--- config.mk ---
export PLATFORM = sky130hd
export DESIGN_NAME = yokoi_connectivity_number
export DESIGN_NICKNAME = d
export VERILOG_FILES = /design/src/hw/rtl/ycn_pkg.sv /design/src/hw/rtl/yokoi_connectivity_number.sv
export SDC_FILE = /design/constraint.sdc
export NUM_CORES = 2
export LEC_CHECK = 0
export ABC_AREA = 0
export BUFFER_PORTS_ARGS = -buffer_cell sky130_fd_sc_hd__buf_2
export CELL_PAD_IN_SITES_DETAIL_PLACEMENT = 0
export CELL_PAD_IN_SITES_GLOBAL_PLACEMENT = 1
export CORE_MARGIN = 3
export CORE_UTILIZATION = 30
export CTS_CLUSTER_DIAMETER = 100
export CTS_CLUSTER_SIZE = 24
export DETAILED_ROUTE_END_ITERATION = 12
export GPL_ROUTABILITY_DRIVEN = 0
export PLACE_DENSITY = 0.6
export SLEW_MARGIN = 15
export SYNTH_ARGS = -nofsm -noshare
export SYNTH_HDL_FRONTEND = slang
export SYNTH_SLANG_ARGS = --single-unit
--- constraint.sdc ---
create_clock -name i_clk -period 17.3 [get_ports i_clk]
set_input_delay 1.73 -clock i_clk [delete_from_list [all_inputs] [get_ports i_clk]]
set_output_delay 1.73 -clock i_clk [all_outputs]
set_load 0.02 [all_outputs]
--- src/hw/rtl/ycn_pkg.sv ---
package ycn_pkg;

    // Image geometry limits and field widths.
    localparam int MaxWidth  = 1024;
    localparam int MaxHeight = 4096;
    localparam int MinSize   = 3;
    localparam int AddrW     = $clog2(MaxWidth);
    localparam int ColW      = 10;
    localparam int RowW      = 12;
    localparam int WidthW    = 11;
    localparam int HeightW   = 13;
    localparam int CfgDataW  = 13;
    localparam int ValueW    = 3;

    localparam logic [WidthW-1:0]  WidthReset  = WidthW'(66);
    localparam logic [HeightW-1:0] HeightReset = HeightW'(66);

    // Register indexes of the configuration port.
    typedef enum logic [0:0] {
        CfgImageWidth  = 1'b0,
        CfgImageHeight = 1'b1
    } t_cfg_reg;

    // Corner neighborhood classes.
    typedef enum logic [1:0] {
        ClsS = 2'd0,
        ClsQ = 2'd1,
        ClsR = 2'd2
    } t_corner_cls;

    // Value given when all four corners are of class r.
    localparam logic [ValueW-1:0] AllRValue = ValueW'(5);

    // Classify one corner neighborhood by the h rule.
    function automatic t_corner_cls corner_class(input logic b, input logic c,
                                                 input logic d, input logic e);
        t_corner_cls cls;
        if (b != c) begin
            cls = ClsS;
        end else if (b == d && b == e) begin
            cls = ClsR;
        end else begin
            cls = ClsQ;
        end
        return cls;
    endfunction

    // Yokoi 4-connectivity number of a foreground center from its 3x3 window.
    // Bit order of nbr: x1 right, x2 up, x3 left, x4 down, x5 up-right,
    // x6 up-left, x7 down-left, x8 down-right at nbr[0] .. nbr[7].
    function automatic logic [ValueW-1:0] yokoi_number(input logic x0,
                                                      input logic [7:0] nbr);
        t_corner_cls        k0, k1, k2, k3;
        logic [ValueW-1:0]  q;
        k0 = corner_class(x0, nbr[0], nbr[4], nbr[1]);
        k1 = corner_class(x0, nbr[1], nbr[5], nbr[2]);
        k2 = corner_class(x0, nbr[2], nbr[6], nbr[3]);
        k3 = corner_class(x0, nbr[3], nbr[7], nbr[0]);
        q = ValueW'(k0 == ClsQ) + ValueW'(k1 == ClsQ)
          + ValueW'(k2 == ClsQ) + ValueW'(k3 == ClsQ);
        if (!x0) begin
            return '0;
        end else if (k0 == ClsR && k1 == ClsR && k2 == ClsR && k3 == ClsR) begin
            return AllRValue;
        end else begin
            return q;
        end
    endfunction

endpackage

--- src/hw/rtl/yokoi_connectivity_number.sv ---
// Yokoi 4-connectivity number over a streamed, zero-padded binary image in raster
// order. One pixel request is accepted per clock unless o_in_stall is high; the
// result for the interior pixel above-left of the current pixel passes the second
// stage and the output register, and with no output stall the sustained rate is
// one pixel per cycle. The two previous rows live in one 1024 x 2-bit synchronous
// memory: each pixel reads its column in the accept cycle and writes the updated
// column back as it leaves the second stage. No result is given for the first or
// last row or column. A write to image_width or image_height restarts the frame
// at row 0, column 0; widths are clamped to 3..1024 and heights to 3..4096.
module yokoi_connectivity_number (
    input  logic                       i_clk,
    input  logic                       i_rst_n,
    // Pixel input channel.
    input  logic                       i_in_valid,
    output logic                       o_in_stall,
    input  logic                       i_pixel,
    // Result output channel.
    output logic                       o_out_valid,
    input  logic                       i_out_stall,
    output logic [ycn_pkg::RowW-1:0]   o_center_row,
    output logic [ycn_pkg::ColW-1:0]   o_center_col,
    output logic                       o_is_foreground,
    output logic [ycn_pkg::ValueW-1:0] o_yokoi_value,
    output logic                       o_last_of_image,
    // Configuration write port.
    input  logic                       i_cfg_we,
    input  logic [0:0]                 i_cfg_index,
    input  logic [ycn_pkg::CfgDataW-1:0] i_cfg_data
);
    import ycn_pkg::*;

    // Configuration registers.
    logic [WidthW-1:0]  r_width;
    logic [HeightW-1:0] r_height;

    // Raster position of the next incoming pixel.
    logic [ColW-1:0] r_col, n_col;
    logic [RowW-1:0] r_row, n_row;

    // Line memory: bit 0 holds the row two above, bit 1 the row one above.
    logic [1:0]      r_line_mem [MaxWidth];
    logic [1:0]      r_rd_data;

    // Second stage: pixel whose line data is being read back.
    logic            r_b_valid;
    logic            r_b_pixel;
    logic [AddrW-1:0] r_b_addr;
    logic            r_b_emit;
    logic            r_b_last;
    logic [RowW-1:0] r_b_row;
    logic [ColW-1:0] r_b_col;

    // Window of the two previous columns: {left column, center column},
    // each column {bottom, middle, top}.
    logic [5:0]      r_win;

    // Output register.
    logic                r_out_valid;
    logic [RowW-1:0]     r_out_row;
    logic [ColW-1:0]     r_out_col;
    logic                r_out_fg;
    logic [ValueW-1:0]   r_out_value;
    logic                r_out_last;

    logic [WidthW-1:0]  eff_width;
    logic [HeightW-1:0] eff_height;
    logic               in_accept;
    logic               out_free;
    logic               b_move;
    logic               a_emit;
    logic               a_last;
    logic               top, mid;
    logic [ValueW-1:0]  b_value;

    // Clamp the configured geometry to the supported range.
    always_comb begin
        eff_width = r_width;
        if (r_width < WidthW'(MinSize)) begin
            eff_width = WidthW'(MinSize);
        end else if (r_width > WidthW'(MaxWidth)) begin
            eff_width = WidthW'(MaxWidth);
        end
        eff_height = r_height;
        if (r_height < HeightW'(MinSize)) begin
            eff_height = HeightW'(MinSize);
        end else if (r_height > HeightW'(MaxHeight)) begin
            eff_height = HeightW'(MaxHeight);
        end
    end

    // Handshake: the second stage always drains unless its result is blocked.
    assign out_free   = !r_out_valid || !i_out_stall;
    assign b_move     = r_b_valid && (!r_b_emit || out_free);
    assign o_in_stall = r_b_valid && !b_move;
    assign in_accept  = i_in_valid && !o_in_stall;

    // Interior test and last-pixel test for the incoming position.
    assign a_emit = (r_row >= RowW'(2)) && (r_col >= ColW'(2));
    assign a_last = ({1'b0, r_row} == eff_height - HeightW'(1))
                 && ({1'b0, r_col} == eff_width - WidthW'(1));

    // Next raster position.
    always_comb begin
        n_col = r_col;
        n_row = r_row;
        if ({1'b0, r_col} + WidthW'(1) >= eff_width) begin
            n_col = '0;
            if ({1'b0, r_row} + HeightW'(1) >= eff_height) begin
                n_row = '0;
            end else begin
                n_row = r_row + RowW'(1);
            end
        end else begin
            n_col = r_col + ColW'(1);
        end
    end

    // Configuration registers and raster position.
    always_ff @(posedge i_clk) begin
        if (!i_rst_n) begin
            r_width  <= WidthReset;
            r_height <= HeightReset;
            r_col    <= '0;
            r_row    <= '0;
        end else if (i_cfg_we) begin
            case (t_cfg_reg'(i_cfg_index))
                CfgImageWidth:  r_width  <= i_cfg_data[WidthW-1:0];
                CfgImageHeight: r_height <= i_cfg_data;
                default:        r_width  <= r_width;
            endcase
            r_col <= '0;
            r_row <= '0;
        end else if (in_accept) begin
            r_col <= n_col;
            r_row <= n_row;
        end
    end

    // Line memory: read in the accept cycle, write back from the second stage.
    // A read and a write never meet on one column, since a row is at least
    // three pixels long and only one pixel sits in the second stage.
    always_ff @(posedge i_clk) begin
        if (in_accept) begin
            r_rd_data <= r_line_mem[r_col[AddrW-1:0]];
        end
        if (b_move) begin
            r_line_mem[r_b_addr] <= {r_b_pixel, r_rd_data[1]};
        end
    end

    // Second stage control.
    always_ff @(posedge i_clk) begin
        if (!i_rst_n) begin
            r_b_valid <= 1'b0;
        end else if (in_accept) begin
            r_b_valid <= 1'b1;
        end else if (b_move) begin
            r_b_valid <= 1'b0;
        end
    end

    // Second stage payload.
    always_ff @(posedge i_clk) begin
        if (in_accept) begin
            r_b_pixel <= i_pixel;
            r_b_addr  <= r_col[AddrW-1:0];
            r_b_emit  <= a_emit;
            r_b_last  <= a_last;
            r_b_row   <= r_row - RowW'(1);
            r_b_col   <= r_col - ColW'(1);
        end
    end

    // Window shift as each pixel leaves the second stage.
    assign top = r_rd_data[0];
    assign mid = r_rd_data[1];

    always_ff @(posedge i_clk) begin
        if (!i_rst_n) begin
            r_win <= '0;
        end else if (i_cfg_we) begin
            r_win <= '0;
        end else if (b_move) begin
            r_win <= {r_win[2:0], r_b_pixel, mid, top};
        end
    end

    // Connectivity number of the window center.
    assign b_value = yokoi_number(r_win[1],
        {r_b_pixel, r_win[5], r_win[3], top, r_win[2], r_win[4], r_win[0], mid});

    // Output register control.
    always_ff @(posedge i_clk) begin
        if (!i_rst_n) begin
            r_out_valid <= 1'b0;
        end else if (b_move && r_b_emit) begin
            r_out_valid <= 1'b1;
        end else if (!i_out_stall) begin
            r_out_valid <= 1'b0;
        end
    end

    // Output register payload.
    always_ff @(posedge i_clk) begin
        if (b_move && r_b_emit) begin
            r_out_row   <= r_b_row;
            r_out_col   <= r_b_col;
            r_out_fg    <= r_win[1];
            r_out_value <= b_value;
            r_out_last  <= r_b_last;
        end
    end

    assign o_out_valid     = r_out_valid;
    assign o_center_row    = r_out_row;
    assign o_center_col    = r_out_col;
    assign o_is_foreground = r_out_fg;
    assign o_yokoi_value   = r_out_value;
    assign o_last_of_image = r_out_last;

endmodule
# Word level (Yosys, flattened, before mapping)
# Memory sizes are Yosys's and may differ from the RTL's. A register that Yosys moved wholly into a read port is not among the register bits.
# Index checks and enable logic that the tools add are counted.
[totals]
register_bits = 116
latch_bits = 0
mem_bits_rw = 2048
rom_bits = 0
inputBits = 20
out_inout_bits = 29
word_cells = 112
memories = 1
[memory_table]
columns = ["memory", "depth", "word_bits", "read_ports", "rd_clocked_by_memory_dff", "wr", "line_no", "text"]
rows = [
  ["r_line_mem", 1024, 2, 1, 1, 1, "yokoi_connectivity_number.sv:41", "logic [1:0] r_line_mem [MaxWidth];"],
]
[classes]
n_addsub = 11
multipliers = 0
div_mod_pow = 0
n_lt_le_gt_ge = 8
eq_ne = 23
shift = 0
n_mux = 21
bitwise = 3
n_reduce_logical = 26
[ops]
columns = ["cell", "n"]
rows = [
  ["13-bit two-way mux", 2],
  ["11-bit two-way mux", 2],
  ["2-bit two-way mux", 8],
  ["12-bit by 1-bit adder with 13-bit output, second input constant", 1],
  ["12-bit by 13-bit equality test with 1-bit output", 1],
  ["13-bit greater-or-equal comparator", 1],
  ["13-bit greater-than comparator, second input constant", 1],
  ["1-bit logical AND", 13],
  ["13-bit by 2-bit less-than comparator with 1-bit output, second input constant", 1],
  ["13-bit by 1-bit subtractor with 13-bit output, second input constant", 1],
  ["12-bit by 1-bit adder with 12-bit output, second input constant", 1],
  ["12-bit by 2-bit greater-or-equal comparator with 1-bit output, second input constant", 1],
  ["12-bit two-way mux", 1],
  ["12-bit by 1-bit subtractor with 12-bit output, second input constant", 1],
  ["10-bit by 1-bit adder with 11-bit output, second input constant", 1],
  ["10-bit by 11-bit equality test with 1-bit output", 1],
  ["11-bit greater-or-equal comparator", 1],
  ["11-bit greater-than comparator, second input constant", 1],
  ["11-bit by 2-bit less-than comparator with 1-bit output, second input constant", 1],
  ["11-bit by 1-bit subtractor with 11-bit output, second input constant", 1],
  ["10-bit by 1-bit adder with 10-bit output, second input constant", 1],
  ["10-bit by 2-bit greater-or-equal comparator with 1-bit output, second input constant", 1],
  ["10-bit two-way mux", 1],
  ["10-bit by 1-bit subtractor with 10-bit output, second input constant", 1],
  ["other kinds (16)", 47],
]

# Logic depth before layout (Yosys ltp)
[depth]
word_depth = 9
mapped_depth = 18
mapped_depth_nobuf = 15

# Worst setup path before layout
# OpenSTA, ideal clock, no wires.
[synth_timing]
path_type = "register -> register"
from = "register r_rd_data[1] (read register of r_line_mem)"
to = "register r_out_value[1] (netlist: o_yokoi_value[1]) (data pin)"
arrival_ns = 14.730
slack_ns = 2.316
stages_incl_launch_ff = 8
n_path_buf = 0
synth_period_minus_slack_ns = 14.984
path_cell_list = "edfxtp_1 a31oi_1 fa_1 inv_1 ha_1 ha_1 nand2_1 nor2_1"
[synth_between]
elab_chain_cells = 7
word_cells_on_any_way = 17
[synth_rtl]
columns = ["element", "line_no", "text"]
rows = [
  ["from (decl)", "yokoi_connectivity_number.sv:42", "logic [1:0] r_rd_data;"],
  ["branches (longest 7 deep; another with 2-bit by 1-bit adder with 3-bit output)", "-", ""],
  ["to (signal assigned)", "yokoi_connectivity_number.sv:209", "r_out_value <= b_value;"],
  ["to (decl)", "yokoi_connectivity_number.sv:62", "logic [ValueW-1:0] r_out_value;"],
]
# Several ways; the timed one is not identified.
# A chain may end at the register's enable or synchronous reset.

==> metrics.txt <==
CTS root buf clkbuf_16; starting density of the core 0.302; final layout net count 5196; Global Route Usage Sum 0.165; antenna viol nets, final 0; Setup Fix Bufs, Post-CTS 0; asr flop ratio synth 0; number of enable flip-flop cells after synthesis about 2100; global-route wire length before repair around 360000 um; Area Overhead vs Synth 8.56%; startpoint types register; DR pass1 iterations 5; pre-CTS WS 11140 ps; clock buffer count from CTS roughly 100; register bit total from synthesis around 2200; most frequent cells in the layout edfxtp_1 (2112), nor2_1 (1076), mux4_2 (520); Seq/Total Area, Yosys 0.724; mapped cell area 89100 um^2; Max Root-Sink Buffers 3; Placeable Area between 200000 and 300000 um^2; clock slew at reported path FFs 100 ps; VDD IR max around 0.000097 V; Residual DRC 0; Tightest Pin Transition roughly 1200 ps; Vias/cell 5.30; GRT Residual Overflow 0; antenna violations before repair 12; std cell rows 199; synthesis warning total 0; vias in the first global route 48800; critical path type reg -> reg; Post-Syn Nets roughly 5300; Post-DP HPWL 143000 um; total power 8.89 mW; hold wc startpoint r_b_row[3]; Worst Path Arrival 6700 ps; leakage 27.6 nW; Max Slew Vio Count 0; status finished, final reports clean; fin cells 9090; total number of vias 48100; total negative slack 0 ps; Power per Cell Area 91.8 nW/um^2; distinct cell type count after synthesis 67; Tightest Hold Check Type reg -> reg; hold buffers post-CTS 0; CTS Sinks 2166; worst r2r src r_col[1]; layout cell share with drive strength beyond 1 0.178; most common flop cell mapped by yosys edfxtp_1; drt initial violations roughly 6000; final setup vio count 0; Worst Setup End Kind register; Routed WL per cell 28.1 um; Port Buf Inserts 48; Die Y between 500 and 600 um; Final WS setup 11170 ps; CTS tree yes; crit path from r_col[1]; insertion delay of the later-clocked pin in the worst-skew pair 810 ps; commonest non-fill, non-tap cell in the layout edfxtp_1; Final Hold Vio Count 0; Worst EP required 17870 ps; fin crit share 0.355; worst-path fanout max 54; skew final 44.3 ps; H-tree depth 3; pin count of the biggest net entering global routing between 200 and 300; total die area 304000 um^2; RSZ-0062 raised after global routing false; Worst slew margin 0.166; Max-Cap Viols 0; io pins 49; mean area per synthesized cell 16.9 um^2; final wirelength around 250000 um; Die Span X 551 um; Synth Instances 5262; Max Clk Rate 0.163 GHz; Post-Place Cells ~9000; Tmin final 6130 ps; post-CTS sizing 0
## area by class of cell
type	instances	area, um^2
Fill cell	28400	198000
Sequential cell	2166	64500
Multi-Input combinational cell	2652	22800
Tap cell	3919	4900
Clock buffer	110	2650
Timing Repair Buffer	192	1470
Clock inverter	22	254
Inverter	25	101
Antenna cell	4	10.0
## flip-flops by register name, indices dropped and copies added, names as in the netlist, 10 cells and up
signal and cells:
r_width 11, r_height 13, r_col 10, r_b_addr 10
o_center_row 12, r_row 12, r_b_col 10, r_line_mem 2048
o_center_col 10, r_b_row 12
## cell usage after synthesis (45+ instances only)
library cell / instances / area (um^2)
edfxtp_1: 2112 / 63400
nor2_1: 1083 / 4070
mux4_2: 520 / 11700
clkbuf_1: 290 / 1090
nand2_1: 249 / 935
a21oi_1: 71 / 355
mux2i_1: 64 / 641
nand3_1: 63 / 315
dfxtp_1: 54 / 1080
buf_2: 50 / 250
a22oi_1: 48 / 360
nor3_1: 46 / 230
a221oi_1: 45 / 394
## path summary, 6_finish.rpt
kind | end | slack, ps | depth (start not counted)
max reg2reg | r_rd_data[1] | 11170 | 13
max | r_rd_data[1] | 11170 | 13
min | o_center_row[3] | 420 | 0
min reg2reg | o_center_row[3] | 420 | 0
## critical path: stages, from the launching register on
cell and delay [ps]:
dfxtp_4 670, buf_4 660, buf_4 690, buf_4 770, buf_4 600, mux4_2 400
a22o_1 250, a221oi_1 320, o22ai_1 250, o21ai_0 400, o311ai_0 220, nor2_1 220
nor3_1 110, a211o_1 240
## logic make-up after synthesis
logic type | Yosys count | share of synthesized area
AOI/OAI and AO/OA | 399 | 0.0317
xor gates and xnor gates | 54 | 0.00531
adders and majority gates | 35 | 0.00500
buffers and inverters | 444 | 0.0220
DFF | 2166 | 0.724
muxes | 604 | 0.141
and+or+nand+nor | 1560 | 0.0710
## where the power goes
part	leakage (nW)	internal, mW	switching, mW
Sequential	19.4	5.75	0.0118
Clock	1.41	1.13	1.65
Combinational	6.81	0.125	0.218
Total	27.6	7.00	1.88
## per-layer routing
metal	part of all wire	GRT usage	wire, um	up-vias
met5	0	0	0	-
met4	0.022	0.0368	5640	0
met2	0.48	0.267	121000	1775
met3	0.068	0.0239	17400	234
met1	0.43	0.237	111000	26000
li1	-	-	-	20100
## stage by stage
step / util / instance area [um^2] / hold slack, ps
finish: 0.328 / 96700 / 419
global route: 0.328 / 96700 / 428
CTS: 0.328 / 96700 / 425
detailed placement: 0.318 / 93800 / 405
global placement: 0.318 / 93800 / 406
floorplan: - / 89100 / 400
No activity file was read; power rests on OpenSTA's default activity.
